==> config.mk <==
export PLATFORM = sky130hd
export DESIGN_NAME = ipv4_receive_header_check_unit
export DESIGN_NICKNAME = d
export VERILOG_FILES = /design/src/hw/rtl/ihc_pkg.sv /design/src/hw/rtl/ipv4_receive_header_check_unit.sv /design/src/hw/rtl/ihc_front.sv /design/src/hw/rtl/ihc_queue.sv /design/src/hw/rtl/ihc_back.sv
export SDC_FILE = /design/constraint.sdc
export NUM_CORES = 1
export LEC_CHECK = 0
export BUFFER_PORTS_ARGS = -buffer_cell sky130_fd_sc_hd__buf_4
export CAP_MARGIN = 20
export CORE_MARGIN = 5
export CORE_UTILIZATION = 52
export DETAILED_ROUTE_END_ITERATION = 6
export HOLD_SLACK_MARGIN = 0.08
export PLACE_DENSITY = 0.71
export SLEW_MARGIN = 20
export SYNTH_ARGS = -nofsm -noshare
export SYNTH_HDL_FRONTEND = slang
export SYNTH_SLANG_ARGS = --single-unit
==> constraint.sdc <==
create_clock -name clock -period 16.08 [get_ports clock]
set_clock_uncertainty 0.15 [all_clocks]
set_input_delay 0.804 -clock clock [delete_from_list [all_inputs] [get_ports clock]]
set_output_delay 0.804 -clock clock [all_outputs]
set_load 0.03 [all_outputs]
==> src/hw/rtl/ihc_pkg.sv <==
`timescale 1ns / 1ps
`default_nettype none

package ihc_pkg;

   localparam logic [3:0]  IPV4_VERSION        = 4'd4;
   localparam int unsigned HDR_BYTES_PER_WORD  = 4;
   localparam logic [7:0]  PROTO_UDP           = 8'd17;
   localparam logic [7:0]  PROTO_ICMP          = 8'd1;
   localparam logic [15:0] MIN_HEADER_BYTES    = 16'd20;
   localparam logic [15:0] CHECKSUM_GOOD       = 16'hFFFF;
   localparam logic [15:0] BYTE_COUNT_MAX      = 16'hFFFF;

   localparam logic [2:0] VERDICT_DELIVER      = 3'd0;
   localparam logic [2:0] VERDICT_UNREACHABLE  = 3'd1;
   localparam logic [2:0] VERDICT_SHORT        = 3'd2;
   localparam logic [2:0] VERDICT_BAD_VERSION  = 3'd3;
   localparam logic [2:0] VERDICT_BAD_LENGTH   = 3'd4;
   localparam logic [2:0] VERDICT_NOT_LOCAL    = 3'd5;
   localparam logic [2:0] VERDICT_BAD_CHECKSUM = 3'd6;

   localparam int unsigned QUEUE_DEPTH = 2;

   typedef struct packed {
      logic [7:0] data_byte;
      logic       last;
   } req_item_type;

   typedef struct packed {
      logic [2:0]  verdict;
      logic [7:0]  protocol_number;
      logic [31:0] source_address;
      logic [5:0]  header_bytes;
      logic [15:0] payload_bytes;
      logic [15:0] padding_bytes;
   } rsp_item_type;

   // per-packet summary handed from the byte front end to the verdict stage
   typedef struct packed {
      logic [15:0] rx_len;
      logic [7:0]  version_ihl;
      logic [15:0] total_length;
      logic [7:0]  proto;
      logic [31:0] source;
      logic [31:0] destination;
      logic [15:0] sum;
   } summary_type;

   typedef struct packed {
      logic        valid;
      summary_type summary;
   } summary_port_type;

endpackage

`default_nettype wire

==> src/hw/rtl/ipv4_receive_header_check_unit.sv <==
`timescale 1ns / 1ps
`default_nettype none

// IPv4 receive header check. Packet bytes enter on req_ one per cycle while req_stall is low,
// header first in network order, with last set on the final byte. The front end captures
// the header fields and keeps a running ones' complement sum, and on the last byte posts a
// packet summary to a two-entry queue. The verdict stage turns each summary at the queue head
// into one rsp_ item (verdict, protocol, source, header and payload lengths, padding) held in
// an output register; the summary is registered in the queue before the result is. req_stall
// rises only while two summaries wait behind an unclaimed result. csr_ writes local_ip,
// compared with the destination; write it only between packets.
module ipv4_receive_header_check_unit #(
   parameter int MAX_PACKET_BYTES = 2048
) (
   input  wire                   clock,
   input  wire                   reset,
   input  wire                   req_valid,
   output logic                  req_stall,
   input  ihc_pkg::req_item_type req_item,
   output logic                  rsp_valid,
   input  wire                   rsp_stall,
   output ihc_pkg::rsp_item_type rsp_item,
   input  wire                   csr_write_enable,
   input  wire  [31:0]           csr_write_data
);
   import ihc_pkg::*;

   logic             accept;
   logic             queue_full;
   logic             pop;
   summary_port_type push;
   summary_port_type head;
   logic [31:0]      local_ip_ff, local_ip_in;

   assign req_stall   = queue_full;
   assign accept      = req_valid && !queue_full;
   assign local_ip_in = csr_write_enable ? csr_write_data : local_ip_ff;

   always_ff @(posedge clock) begin
      if (reset) begin
         local_ip_ff <= '0;
      end else begin
         local_ip_ff <= local_ip_in;
      end
   end

   ihc_front u_front (
      .clock    (clock),
      .reset    (reset),
      .accept   (accept),
      .req_item (req_item),
      .push     (push)
   );

   ihc_queue u_queue (
      .clock (clock),
      .reset (reset),
      .push  (push),
      .full  (queue_full),
      .pop   (pop),
      .head  (head)
   );

   ihc_back #(
      .MAX_PACKET_BYTES (MAX_PACKET_BYTES)
   ) u_back (
      .clock     (clock),
      .reset     (reset),
      .local_ip  (local_ip_ff),
      .head      (head),
      .pop       (pop),
      .rsp_valid (rsp_valid),
      .rsp_stall (rsp_stall),
      .rsp_item  (rsp_item)
   );

   a_lengths_only_on_pass: assert property (@(posedge clock) disable iff (reset)
      rsp_valid && rsp_item.verdict != VERDICT_DELIVER
         && rsp_item.verdict != VERDICT_UNREACHABLE
      |-> rsp_item.payload_bytes == 16'd0 && rsp_item.padding_bytes == 16'd0)
      else $error("lengths reported for a rejected packet");

   a_deliver_known_proto: assert property (@(posedge clock) disable iff (reset)
      rsp_valid && rsp_item.verdict == VERDICT_DELIVER
      |-> rsp_item.protocol_number == PROTO_UDP
         || rsp_item.protocol_number == PROTO_ICMP)
      else $error("delivered item with unhandled protocol");

   a_pop_moves_result: assert property (@(posedge clock) disable iff (reset)
      pop |=> rsp_valid)
      else $error("summary popped but no result presented");

endmodule

`default_nettype wire

==> src/hw/rtl/ihc_front.sv <==
`timescale 1ns / 1ps
`default_nettype none

module ihc_front (
   input  wire                       clock,
   input  wire                       reset,
   input  wire                       accept,
   input  ihc_pkg::req_item_type     req_item,
   output ihc_pkg::summary_port_type push
);
   import ihc_pkg::*;

   logic [15:0] cnt_ff, cnt_in, cnt_upd;
   logic [7:0]  vi_ff, vi_in, vi_upd;
   logic [15:0] tl_ff, tl_in, tl_upd;
   logic [7:0]  proto_ff, proto_in, proto_upd;
   logic [31:0] src_ff, src_in, src_upd;
   logic [31:0] dst_ff, dst_in, dst_upd;
   logic [15:0] sum_ff, sum_in, sum_upd;
   logic [7:0]  hi_ff, hi_in, hi_upd;
   logic [15:0] hdr_len;
   logic [16:0] raw_sum;
   logic [15:0] word;
   logic [7:0]  b;

   always_comb begin
      b         = req_item.data_byte;
      vi_upd    = vi_ff;
      tl_upd    = tl_ff;
      proto_upd = proto_ff;
      src_upd   = src_ff;
      dst_upd   = dst_ff;
      sum_upd   = sum_ff;
      hi_upd    = hi_ff;

      if (cnt_ff == 16'd0) begin
         vi_upd = b;
      end else if (cnt_ff == 16'd2) begin
         tl_upd = {b, tl_ff[7:0]};
      end else if (cnt_ff == 16'd3) begin
         tl_upd = {tl_ff[15:8], b};
      end else if (cnt_ff == 16'd9) begin
         proto_upd = b;
      end else if (cnt_ff >= 16'd12 && cnt_ff <= 16'd15) begin
         src_upd = {src_ff[23:0], b};
      end else if (cnt_ff >= 16'd16 && cnt_ff <= 16'd19) begin
         dst_upd = {dst_ff[23:0], b};
      end

      // ones' complement add with end-around carry
      word    = {hi_ff, b};
      raw_sum = {1'b0, sum_ff} + {1'b0, word};
      hdr_len = {10'd0, vi_upd[3:0], 2'b00};
      if (cnt_ff < hdr_len) begin
         if (!cnt_ff[0]) begin
            hi_upd = b;
         end else begin
            sum_upd = raw_sum[15:0] + {15'd0, raw_sum[16]};
         end
      end

      cnt_upd = (cnt_ff == BYTE_COUNT_MAX) ? cnt_ff : cnt_ff + 16'd1;

      push.valid                = accept && req_item.last;
      push.summary.rx_len       = cnt_upd;
      push.summary.version_ihl  = vi_upd;
      push.summary.total_length = tl_upd;
      push.summary.proto        = proto_upd;
      push.summary.source       = src_upd;
      push.summary.destination  = dst_upd;
      push.summary.sum          = sum_upd;

      cnt_in   = cnt_ff;
      vi_in    = vi_ff;
      tl_in    = tl_ff;
      proto_in = proto_ff;
      src_in   = src_ff;
      dst_in   = dst_ff;
      sum_in   = sum_ff;
      hi_in    = hi_ff;
      if (accept) begin
         if (req_item.last) begin
            cnt_in   = '0;
            vi_in    = '0;
            tl_in    = '0;
            proto_in = '0;
            src_in   = '0;
            dst_in   = '0;
            sum_in   = '0;
            hi_in    = '0;
         end else begin
            cnt_in   = cnt_upd;
            vi_in    = vi_upd;
            tl_in    = tl_upd;
            proto_in = proto_upd;
            src_in   = src_upd;
            dst_in   = dst_upd;
            sum_in   = sum_upd;
            hi_in    = hi_upd;
         end
      end
   end

   always_ff @(posedge clock) begin
      if (reset) begin
         cnt_ff   <= '0;
         vi_ff    <= '0;
         tl_ff    <= '0;
         proto_ff <= '0;
         src_ff   <= '0;
         dst_ff   <= '0;
         sum_ff   <= '0;
         hi_ff    <= '0;
      end else begin
         cnt_ff   <= cnt_in;
         vi_ff    <= vi_in;
         tl_ff    <= tl_in;
         proto_ff <= proto_in;
         src_ff   <= src_in;
         dst_ff   <= dst_in;
         sum_ff   <= sum_in;
         hi_ff    <= hi_in;
      end
   end

endmodule

`default_nettype wire

==> src/hw/rtl/ihc_queue.sv <==
`timescale 1ns / 1ps
`default_nettype none

module ihc_queue (
   input  wire                       clock,
   input  wire                       reset,
   input  ihc_pkg::summary_port_type push,
   output logic                      full,
   input  wire                       pop,
   output ihc_pkg::summary_port_type head
);
   import ihc_pkg::*;

   localparam int PTR_W = $clog2(QUEUE_DEPTH);
   localparam int CNT_W = $clog2(QUEUE_DEPTH + 1);

   summary_type      entry_ff [QUEUE_DEPTH];
   logic [PTR_W-1:0] wr_ptr_ff, wr_ptr_in;
   logic [PTR_W-1:0] rd_ptr_ff, rd_ptr_in;
   logic [CNT_W-1:0] count_ff, count_in;
   logic             do_push, do_pop;

   always_comb begin
      full         = (count_ff == CNT_W'(QUEUE_DEPTH));
      head.valid   = (count_ff != '0);
      head.summary = entry_ff[rd_ptr_ff];
      do_push      = push.valid && !full;
      do_pop       = pop && head.valid;

      wr_ptr_in = wr_ptr_ff;
      rd_ptr_in = rd_ptr_ff;
      if (do_push) begin
         wr_ptr_in = (wr_ptr_ff == PTR_W'(QUEUE_DEPTH - 1)) ? '0 : wr_ptr_ff + 1'b1;
      end
      if (do_pop) begin
         rd_ptr_in = (rd_ptr_ff == PTR_W'(QUEUE_DEPTH - 1)) ? '0 : rd_ptr_ff + 1'b1;
      end
      count_in = count_ff + CNT_W'(do_push) - CNT_W'(do_pop);
   end

   always_ff @(posedge clock) begin
      if (reset) begin
         wr_ptr_ff <= '0;
         rd_ptr_ff <= '0;
         count_ff  <= '0;
      end else begin
         wr_ptr_ff <= wr_ptr_in;
         rd_ptr_ff <= rd_ptr_in;
         count_ff  <= count_in;
      end
   end

   always_ff @(posedge clock) begin
      if (do_push) begin
         entry_ff[wr_ptr_ff] <= push.summary;
      end
   end

endmodule

`default_nettype wire

==> src/hw/rtl/ihc_back.sv <==
`timescale 1ns / 1ps
`default_nettype none

module ihc_back #(
   parameter int MAX_PACKET_BYTES = 2048
) (
   input  wire                       clock,
   input  wire                       reset,
   input  wire  [31:0]               local_ip,
   input  ihc_pkg::summary_port_type head,
   output logic                      pop,
   output logic                      rsp_valid,
   input  wire                       rsp_stall,
   output ihc_pkg::rsp_item_type     rsp_item
);
   import ihc_pkg::*;

   summary_type  s;
   rsp_item_type item;
   logic [15:0]  hdr_len;
   logic         rsp_valid_ff, rsp_valid_in;
   rsp_item_type rsp_item_ff;

   always_comb begin
      s       = head.summary;
      hdr_len = {10'd0, s.version_ihl[3:0], 2'b00};

      if (s.rx_len < MIN_HEADER_BYTES || s.rx_len < hdr_len) begin
         item.verdict = VERDICT_SHORT;
      end else if (s.version_ihl[7:4] != IPV4_VERSION) begin
         item.verdict = VERDICT_BAD_VERSION;
      end else if (s.total_length > s.rx_len || s.rx_len > 16'(MAX_PACKET_BYTES)) begin
         item.verdict = VERDICT_BAD_LENGTH;
      end else if (s.destination != local_ip) begin
         item.verdict = VERDICT_NOT_LOCAL;
      end else if (s.sum != CHECKSUM_GOOD) begin
         item.verdict = VERDICT_BAD_CHECKSUM;
      end else if (s.proto == PROTO_UDP || s.proto == PROTO_ICMP) begin
         item.verdict = VERDICT_DELIVER;
      end else begin
         item.verdict = VERDICT_UNREACHABLE;
      end

      item.protocol_number = s.proto;
      item.source_address  = s.source;
      item.header_bytes    = hdr_len[5:0];
      item.payload_bytes   = '0;
      item.padding_bytes   = '0;
      if (item.verdict == VERDICT_DELIVER || item.verdict == VERDICT_UNREACHABLE) begin
         item.payload_bytes = (s.total_length > hdr_len) ? s.total_length - hdr_len : '0;
         item.padding_bytes = s.rx_len - s.total_length;
      end

      pop          = head.valid && (!rsp_valid_ff || !rsp_stall);
      rsp_valid_in = pop || (rsp_valid_ff && rsp_stall);
      rsp_valid    = rsp_valid_ff;
      rsp_item     = rsp_item_ff;
   end

   always_ff @(posedge clock) begin
      if (reset) begin
         rsp_valid_ff <= 1'b0;
      end else begin
         rsp_valid_ff <= rsp_valid_in;
      end
   end

   always_ff @(posedge clock) begin
      if (pop) begin
         rsp_item_ff <= item;
      end
   end

endmodule

`default_nettype wire
; ---- Word-level counts from Yosys, hierarchy flattened
; Memory sizes are Yosys's and may differ from the RTL's. A register that Yosys moved wholly into a read port is not among the register bits.
; Cells that the tools add are included.
[op_classes]
n_addsub = 9
magnitude_cmp = 10
eq_ne = 12
muxes = 44
reduce_logical = 23
[ops]
columns = op, count
row1 = 32-bit 2-to-1 mux, 13
row2 = 16-bit 2-to-1 mux, 8
row3 = 8-bit 2-to-1 mux, 11
row4 = "16-bit by 2-bit equality test with 1-bit output, second input constant", 2
row5 = 16-bit by 6-bit < comparator with 1-bit output, 2
row6 = 32-bit inequality test, 1
row7 = 16-bit by 16-bit adder with 17-bit output, 1
row8 = 16-bit by 1-bit adder with 16-bit output, 1
row9 = "16-bit by 1-bit adder with 16-bit output, second input constant", 1
row10 = "16-bit equality test, second input constant", 1
row11 = "16-bit by 4-bit equality test with 1-bit output, second input constant", 1
row12 = "16-bit by 4-bit greater-or-equal comparator with 1-bit output, second input constant", 1
row13 = "16-bit by 5-bit greater-or-equal comparator with 1-bit output, second input constant", 1
row14 = "16-bit by 12-bit greater-than comparator with 1-bit output, second input constant", 1
row15 = 16-bit greater-than comparator, 1
row16 = 16-bit by 6-bit greater-than comparator with 1-bit output, 1
row17 = "16-bit by 4-bit <= comparator with 1-bit output, second input constant", 1
row18 = "16-bit by 5-bit <= comparator with 1-bit output, second input constant", 1
row19 = 16-bit zero test, 1
row20 = "16-bit by 5-bit < comparator with 1-bit output, second input constant", 1
row21 = "16-bit inequality test, second input constant", 1
row22 = 16-bit subtractor, 1
row23 = 16-bit by 6-bit subtractor with 16-bit output, 1
row24 = 3-bit 2-to-1 mux, 5
row25 = other kinds (17), 39
[totals]
ff_bits = 252
ram_bits = 256
in_bits = 46
elab_cells = 118
n_memories = 1
[memory_table]
columns = name, depth, word_bits, read_ports, rd_clocked_by_memory_dff, wr, line
row1 = u_queue.entry_ff, 2, 128, 1, 1, 1, ihc_queue.sv:17  ; summary_type entry_ff [QUEUE_DEPTH];

; ---- Depth between registers and ports, before layout
; Gate-level depths: netlist (run 1).
[logic_depth]
word_depth = 11
depth_mapped = 19

; ---- Hierarchy
; Synthesis (run 1) repeated with hierarchy kept, for this count alone.
[hier_totals]
cells_unflattened = 1744
area_unflattened_um2 = 22651.7
[by_module_without_submodules]
columns = mod, n_inst, cells_per_inst, area_each_um2
row1 = ihc_queue, 1, 425, 9515.4
row2 = ihc_front, 1, 866, 7688.6
row3 = ihc_back, 1, 349, 4277.9
row4 = ipv4_receive_header_check_unit, 1, 104, 1169.9

; ---- Worst setup path before layout (run 1)
; OpenSTA, ideal clock, no wires.
[synth_timing]
path_type = input to register
from = in req_valid
to = mem u_queue.entry_ff[0][0] (netlist bit), enable pin
setup_ns = 0.617
t_arrival_ns = 6.754
required_ns = 15.313
setup_slack_ns = 8.559
stages = 5
cell_sequence = nor2b_1 > clkbuf_1 > nand2_1 > clkbuf_1 > nor2_1
[synth_between]
elab_chain_len = 5
[synth_lines]
columns = item, line
row1 = "start, declared", ipv4_receive_header_check_unit.sv:17  ; input wire req_valid,
row2 = 1-bit logical AND, ipv4_receive_header_check_unit.sv:36  ; assign accept = req_valid && !queue_full;
row3 = 1-bit logical AND, ihc_front.sv:64  ; push.valid = accept && req_item.last;
row4 = 1-bit logical AND, ihc_queue.sv:27  ; do_push = push.valid && !full;
row5 = 1-bit 2-to-1 mux, ihc_queue.sv:54  ; if (do_push) begin
row6 = 1-bit 2-to-1 mux (not written as such), ihc_queue.sv:55  ; entry_ff[wr_ptr_ff] <= push.summary;
row7 = "end, declared", ihc_queue.sv:17
; No other way between the ends.

==> run summary, run 1 <==
status -> finished clean
CP Capture Type -> register
Multi-input gate area -> 8150 um^2
drt first-iter violations -> 1,052
largest net degree at the start of global routing -> 100
post-synthesis sequential area ratio -> 0.611
Routed Antenna Nets -> 0
hold_buf cts -> 0
CTS resizes -> 0
total CTS buffers -> 50
Max Root-Sink Buffers -> 3
drt via density -> 5.79
Max Cap Viol -> 0
Worst Path Max Fanout -> 47
Worst Path Arrival -> 5.37 ns
number of synthesized flops with an enable pin -> 335
Worst-Margin Slew -> 0.999 ns
Synth Register Bits -> 509
fillers -> 3,313
core area -> 42,000 um^2
Async SR Flop Fraction -> 0
number of global-route vias before repair -> 13,849
routed via count -> 14,174
die area -> 46,900 um^2
Sequential Area -> 13,500 um^2
layout cells sized above 1 -> 0.205
Slew Limit Fails -> 0
RSZ-0062 raised after global routing -> no
area growth from synthesis to layout -> 13.9%
Final Setup Violations -> 0
Std-Cell Rows -> 75
drc violations -> 0
routability cong. -> 0.881
Startpoint Class -> register
initial core utilization -> 0.528
Synth Instances -> 1,762
dpl hpwl -> 32,200 um
nets@finish -> 1,968
# IOs -> 129
post-synth top area cell -> edfxtp_1
TNS Setup -> 0 ns
post-route cell area -> 25,300 um^2
Area contributors post-synth -> edfxtp_1 (45%), dfxtp_1 (16%), mux2_2 (7.3%)
Pre-Repair DR Iteration Count -> 5
minimum clock period -> 5.10 ns
Hold Path Class -> in2reg
Syn Area/Cell -> 12.6 um^2
post-synth cell types -> 79
Total Wirelength -> 49,200 um
gr ovfl total -> 0
postcts setup bufs -> 0
most common cell after layout, fill and taps aside -> edfxtp_1
All-Layer GR Usage -> 0.206
clock sink total -> 509
CP required -> 16.35 ns
Syn. warnings -> 0
Clk Latency, worst-skew pair -> 0.59 ns
Die X -> 217 um
CP Class -> reg2reg
CTS tree -> yes
Worst-path clk slew -> 0.06 ns
VDD IR-drop max -> 0.0906 mV
highest clock rate -> 196 MHz
Top FF cell, synth -> edfxtp_1
Root Buffer Master -> clkbuf_16
placed instance area -> 23,600 um^2
synthesized area -> 22,200 um^2
Synth top area share -> 0.453
initial antenna violation count -> 1
Hold Vio Cnt, Final -> 0
routed len/inst -> 20.1 um
antenna cell count -> 0
Leak Pwr -> 9.39 nW
Worst slew margin -> 0.334
Power Density -> 146 nW/um^2
most frequent cells in the layout -> edfxtp_1 (335), nor2_1 (223), dfxtp_1 (173)
Die H -> 217 um
H-tree Lvls -> 2
global-route wire length before repair -> 77,300 um
fin crit share -> 0.317
IO Port Bufs -> 126
[layout make-up]
class                   instances  share of cell area
clock buffers                  58              0.0523
clock inverters                35              0.0136
inverters                      39             0.00579
multi-input cells            1127               0.323
flip-flops and latches        509               0.536
well taps                     539              0.0267
repair buffers                142              0.0430
[routing by layer]
metal	vias up	routed length (um)	global-route usage
met2	413	23300	0.327
met4	0	1450	0.0725
met1	6933	21900	0.293
met5	-	0	0
met3	90	2630	0.0290
li1	6738	-	-
[state kept, by name, summed over array words and instances, names as in the netlist, 2 cells and up, named ones only]
register / flops
u_front.proto_ff: 8
u_front.dst_ff: 32
u_front.vi_ff: 8
u_front.src_ff: 32
u_queue.entry_ff: 256
u_queue.count_ff: 2
u_front.sum_ff: 16
u_back.rsp_item: 79
u_front.hi_ff: 8
u_front.cnt_ff: 16
local_ip_ff: 32
u_front.tl_ff: 16
[Yosys cell counts, types with 3 or more instances]
cell	number
edfxtp_1	335
nor2_1	225
dfxtp_1	174
mux2_2	143
a22oi_1	114
mux2i_1	91
nand2_1	73
clkbuf_1	61
xnor2_1	61
ha_1	50
a21oi_1	49
inv_1	38
nand3_1	32
nor3_1	32
o21ai_0	31
xor2_1	25
nor2b_1	21
nor4_1	21
o21a_1	15
buf_2	12
nand4_1	12
a21o_1	9
buf_1	9
or3_1	8
a31oi_1	7
and2_1	7
and3_1	7
o21ai_1	7
nand2b_1	6
nor3b_1	5
o211ai_1	4
o41ai_1	4
or4_1	4
and3b_1	3
and4_1	3
and4b_1	3
buf_4	3
fa_1	3
nor4b_1	3
[worst max-delay path, cell delays in order (launching register included)]
cell,delay [ns]
dfxtp_4,0.56
buf_4,0.69
mux2i_1,0.35
inv_1,0.11
ha_1,0.24
fa_1,0.39
nor2b_1,0.16
o21a_1,0.14
o21ai_0,0.13
a21oi_1,0.26
o21a_1,0.17
nor4_1,0.06
nand4b_1,0.62
o21bai_2,0.61
nor3_1,0.24
[cells by family after synthesis]
group | after synthesis | synth area share
AOI/OAI and AO/OA | 271 | 0.0841
xor gates and xnor gates | 87 | 0.0350
adders and majority gates | 53 | 0.0309
buffers and inverters | 127 | 0.0236
DFF | 509 | 0.611
muxes | 234 | 0.114
other | 1 | 0.000169
and+or+nand+nor | 480 | 0.102
[where the power goes]
group | total [mW] | internal (mW) | leakage, nW | switching [mW]
sequential | 1.61 | 1.55 | 4.57 | 0.0525
combinational | 0.889 | 0.330 | 3.98 | 0.559
clock | 1.18 | 0.689 | 0.837 | 0.494
total | 3.68 | 2.57 | 9.39 | 1.11
[path summary, 6_finish.rpt]
kind	start	slack [ns]	depth (start not counted)	to
setup reg to reg	register	10.98	14	u_back.rsp_item[20]
hold reg to reg	u_front.hi_ff[3]	0.32	2	u_front.hi_ff[3]
setup / recovery	register	10.98	14	u_back.rsp_item[20]
hold / removal	csr_write_data[18]	0.30	3	local_ip_ff[18]
[per-stage QoR]
| step | hold slack, ns | setup slack, ns | util | power [mW] | cells |
|---|---|---|---|---|---|
| after floorplan | 0.295 | 8.56 | - | 2.27 | 1763 |
| after global placement | 0.307 | 11.10 | 0.561 | 2.52 | 2355 |
| after detailed placement | 0.317 | 11.03 | 0.561 | 2.53 | 2355 |
| after CTS | 0.266 | 10.96 | 0.601 | 3.71 | 2448 |
| after global routing | 0.290 | 10.53 | 0.601 | 3.84 | 2449 |
| final | 0.295 | 10.98 | 0.601 | 3.68 | 2449 |
Power figures use the tool's default switching activity.
==> run 2, diff against run 1 <==
--- a/config.mk
+++ b/config.mk
@@ -5,6 +5,7 @@
 export SDC_FILE = /design/constraint.sdc
 export NUM_CORES = 1
 export LEC_CHECK = 0
+export ABC_AREA = 1
 export BUFFER_PORTS_ARGS = -buffer_cell sky130_fd_sc_hd__buf_4
 export CAP_MARGIN = 20
 export CORE_MARGIN = 5
==> constraint.sdc (replaced) <==
create_clock -name clock -period 5.1 [get_ports clock]
set_clock_uncertainty 0.15 [all_clocks]
set_input_delay 0.255 -clock clock [delete_from_list [all_inputs] [get_ports clock]]
set_output_delay 0.255 -clock clock [all_outputs]
set_load 0.03 [all_outputs]
==> run summary, run 2 <==
non-filler cells, final -> 3,203 (+31%)
die area -> 48,300 um^2 (+3.1%)
Max Cap Viol -> 0 (unchanged)
Clk Latency, worst-skew pair -> 0.60 ns (about the same)
Compound-Gate Fraction of Synth Area -> 0.0700 (-0.0141)
drc violations -> 0 (unchanged)
Worst-Margin Slew -> 0.959 ns (-0.0393 ns)
Hold Path Class -> in2reg
Simple-Gate Fraction of Synth Area -> 0.190 (+0.0879)
total CTS buffers -> 51 (+2.0%)
Power Density -> 478 nW/um^2 (+230%)
clock share of power -> 0.308 (-0.014)
TNS Setup -> 0 ns (unchanged)
largest family of logic cells by synthesized area -> simple AND/OR/NAND/NOR gates
Worst Path Max Fanout -> 15 (-68%)
Min-Delay Endpoint -> u_queue.count_ff[0]
Root Buffer Master -> clkbuf_16
VDD IR-drop max -> 0.393 mV (+330%)
initial core utilization -> 0.521 (-0.00623)
most frequent cells in the layout -> nand2_1 (774), edfxtp_1 (335), inv_1 (205)
drt first-iter violations -> 1,194 (+13%)
synthesized area -> 22,900 um^2 (+3.3%)
drt via density -> 5.27 (-8.9%)
dpl hpwl -> 35,000 um (+8.8%)
All-Layer GR Usage -> 0.227 (+0.0208)
met2 usage -> 0.390 (+0.0626)
placed instance area -> 24,400 um^2 (+3.3%)
Worst slew margin -> 0.354 (+0.0194)
CP Capture Type -> register
RSZ-0062 raised after global routing -> no
CP required -> 5.47 ns (-10.88 ns)
Hold Vio Cnt, Final -> 0 (unchanged)
minimum clock period -> 4.44 ns (-0.659 ns)
Util after Layout -> 0.614 (+0.0130)
most common cell after layout, fill and taps aside -> nand2_1
IO Port Bufs -> 126 (unchanged)
Total Wirelength -> 55,000 um (+12%)
global-route wire length before repair -> 87,300 um (+13%)
H-tree Lvls -> 2 (unchanged)
routability cong. -> 0.929 (+5.5%)
nets@finish -> 2,667 (+36%)
number of synthesized flops with an enable pin -> 335 (unchanged)
# IOs -> 129 (unchanged)
clock sink total -> 509 (unchanged)
core area -> 43,900 um^2 (+4.5%)
antenna cell count -> 0 (unchanged)
CTS resizes -> 0 (unchanged)
most frequent cells after synthesis -> nand2_1 (774), edfxtp_1 (335), inv_1 (206)
critical hold path startpoint -> reset
Synth Instances -> 2,389 (+36%)
highest clock rate -> 225 MHz (+15%)
largest net degree at the start of global routing -> 125 (+25%)
Flop pwr share -> 0.400 (-0.037)
routed via count -> 16,891 (+19%)
initial antenna violation count -> 0 (-1)
layout cells sized above 1 -> 0.119 (-0.0857)
gr ovfl total -> 0 (unchanged)
r2r setup slk -> 0.66 ns (-10.32 ns)
CTS tree -> yes
Internal Power -> 8.58 mW (+230%)
Routed Antenna Nets -> 0 (unchanged)
Worst Path Arrival -> 4.81 ns (-0.56 ns)
Syn. warnings -> 0 (unchanged)
Synth top area share -> 0.439 (-0.0143)
status -> finished clean
Std-Cell Rows -> 77 (+2.7%)
Synth Area in Adders -> 0.0299 (-0.000978)
hold path depth -> 2 (-1)
post-synthesis mux area share -> 0.0397 (-0.0739)
RR Endpoint -> u_front.hi_ff[1]
max reg flops -> 256 (unchanged)
Biggest register -> u_queue.entry_ff
met3 Usage GRT -> 0.0346 (+0.00559)
placed cells -> 3,028 (+29%)
Leak Pwr -> 11.3 nW (+20%)
fin crit share -> 0.871 (+0.554)
Final Setup Violations -> 0 (unchanged)
most used routing layer -> met2
Syn Area/Cell -> 9.59 um^2 (-24%)
Area contributors post-synth -> edfxtp_1 (44%), dfxtp_1 (15%), nand2_1 (13%)
r2r startpoint -> u_front.cnt_ff[0]
post-synthesis sequential area ratio -> 0.591 (-0.0193)
hold slack -> 0.0912 ns (-0.204 ns)
area share of xor/xnor cells in the synthesized design -> 0.0260 (-0.00897)
most common cell in the netlist -> nand2_1
Pre-Repair DR Iteration Count -> 5 (unchanged)
area growth from synthesis to layout -> 17.8%
worst r2r path cells -> 14 (unchanged)
post-synth top area cell -> edfxtp_1
Startpoint Class -> register
Top FF cell, synth -> edfxtp_1
GRT met1 Usage -> 0.299 (+0.00551)
Die H -> 220 um (+1.5%)
routed len/inst -> 17.2 um (-15%)
post-synth cell types -> 51 (-35%)
fillers -> 3,594 (+8.5%)
Sw Ratio -> 0.335 (+0.0349)
combinational fraction of design power -> 0.293 (+0.051)
Async SR Flop Fraction -> 0 (unchanged)
Max Root-Sink Buffers -> 3 (unchanged)
Die X -> 220 um (+1.5%)
Worst-path clk slew -> 0.07 ns (about the same)
number of global-route vias before repair -> 16,424 (+19%)
post-route cell area -> 27,000 um^2 (+6.8%)
Slew Limit Fails -> 0 (unchanged)
net switching power -> 4.33 mW (+290%)
CP Class -> reg2reg
Synth Register Bits -> 509 (unchanged)
-- run 2: cell count changes after synthesis, moves of 23 or more --
| cell | before | now |
|---|---|---|
| nor2_1 | 225 | 113 |
| mux2i_1 | 91 | 47 |
| xnor2_1 | 61 | 14 |
| or2_2 | 2 | 25 |
| a21oi_1 | 49 | 203 |
| inv_1 | 38 | 206 |
| nand3_1 | 32 | 74 |
| o21ai_0 | 31 | 58 |
| a22oi_1 | 114 | 0 |
| xor2_1 | 25 | 54 |
| mux2_2 | 143 | 39 |
| nand2_1 | 73 | 774 |
-- run 2: cell families after synthesis --
kind of cell | Yosys count
AND/OR/NAND/NOR | 1062
multiplexers | 86
AO/OA/AOI/OAI | 303
adder cells (fa/ha/maj) | 53
other | 1
XOR/XNOR | 68
flip-flops | 509
buffers and inverters | 307
-- run 2: layer usage --
layer | wire (um) | up-vias
met5 | 0 | -
met4 | 1430 | 0
met3 | 2890 | 98
met2 | 27200 | 460
met1 | 23500 | 8028
li1 | - | 8305
-- run 2: worst max-delay path: stages (launching register included) --
cell and delay [ns]:
dfxtp_1 0.38, inv_1 0.19, ha_1 0.21, nand2_1 0.08
nor2_1 0.14, nand2_1 0.29, o21ai_0 0.50, inv_1 0.09
ha_1 0.32, a2111oi_1 0.49, nand3_1 0.31, nand2_1 0.34
nand3_1 0.12, dlygate4sd3_1 0.59, a21oi_1 0.15
-- run 2: final cells by class --
type | instances | area [um^2] | share of cell area
Inverter | 211 | 793 | 0.0294
Sequential cell | 509 | 13500 | 0.502
Tap cell | 592 | 741 | 0.0275
Timing Repair Buffer | 221 | 1900 | 0.0706
Clock inverter | 30 | 384 | 0.0142
Multi-Input combinational cell | 1574 | 8190 | 0.303
Clock buffer | 66 | 1430 | 0.0528
-- run 2: power groups by stage --
stage          Clock [mW]  Combinational [mW]  Sequential [mW]
3_5_place_dp            0                3.73             5.25
2_1_floorplan           0                1.96             5.84
4_1_cts              4.04                3.80             5.16
3_3_place_gp            0                3.69             5.23
5_1_grt              4.21                4.15             5.20
6_report             3.97                3.78             5.16
-- run 2: how the worst max path moves through the flow --
stage          cells past startpoint                      to           startpoint
6_report                          14        u_front.hi_ff[1]    u_front.cnt_ff[0]
5_1_grt                           14        u_front.hi_ff[1]    u_front.cnt_ff[0]
2_1_floorplan                      5  u_queue.entry_ff[1][0]  u_queue.count_ff[1]
3_3_place_gp                      16       u_front.sum_ff[7]    u_front.cnt_ff[0]
4_1_cts                           14        u_front.hi_ff[5]    u_front.cnt_ff[0]
3_5_place_dp                      16       u_front.sum_ff[7]    u_front.cnt_ff[0]
-- run 2: per-stage QoR --
stage | setup WS [ns] | power [mW]
2_1_floorplan | 0.428 | 7.80
3_3_place_gp | 0.943 | 8.93
3_5_place_dp | 0.869 | 8.97
4_1_cts | 0.707 | 13.0
5_1_grt | 0.255 | 13.6
6_report | 0.658 | 12.9
-- run 2: what timing repair did --
action | CTS | global route
buffers inserted | 0 | 0
hold buffers | 79 | 0
hold endpoints to repair | 160 | 0
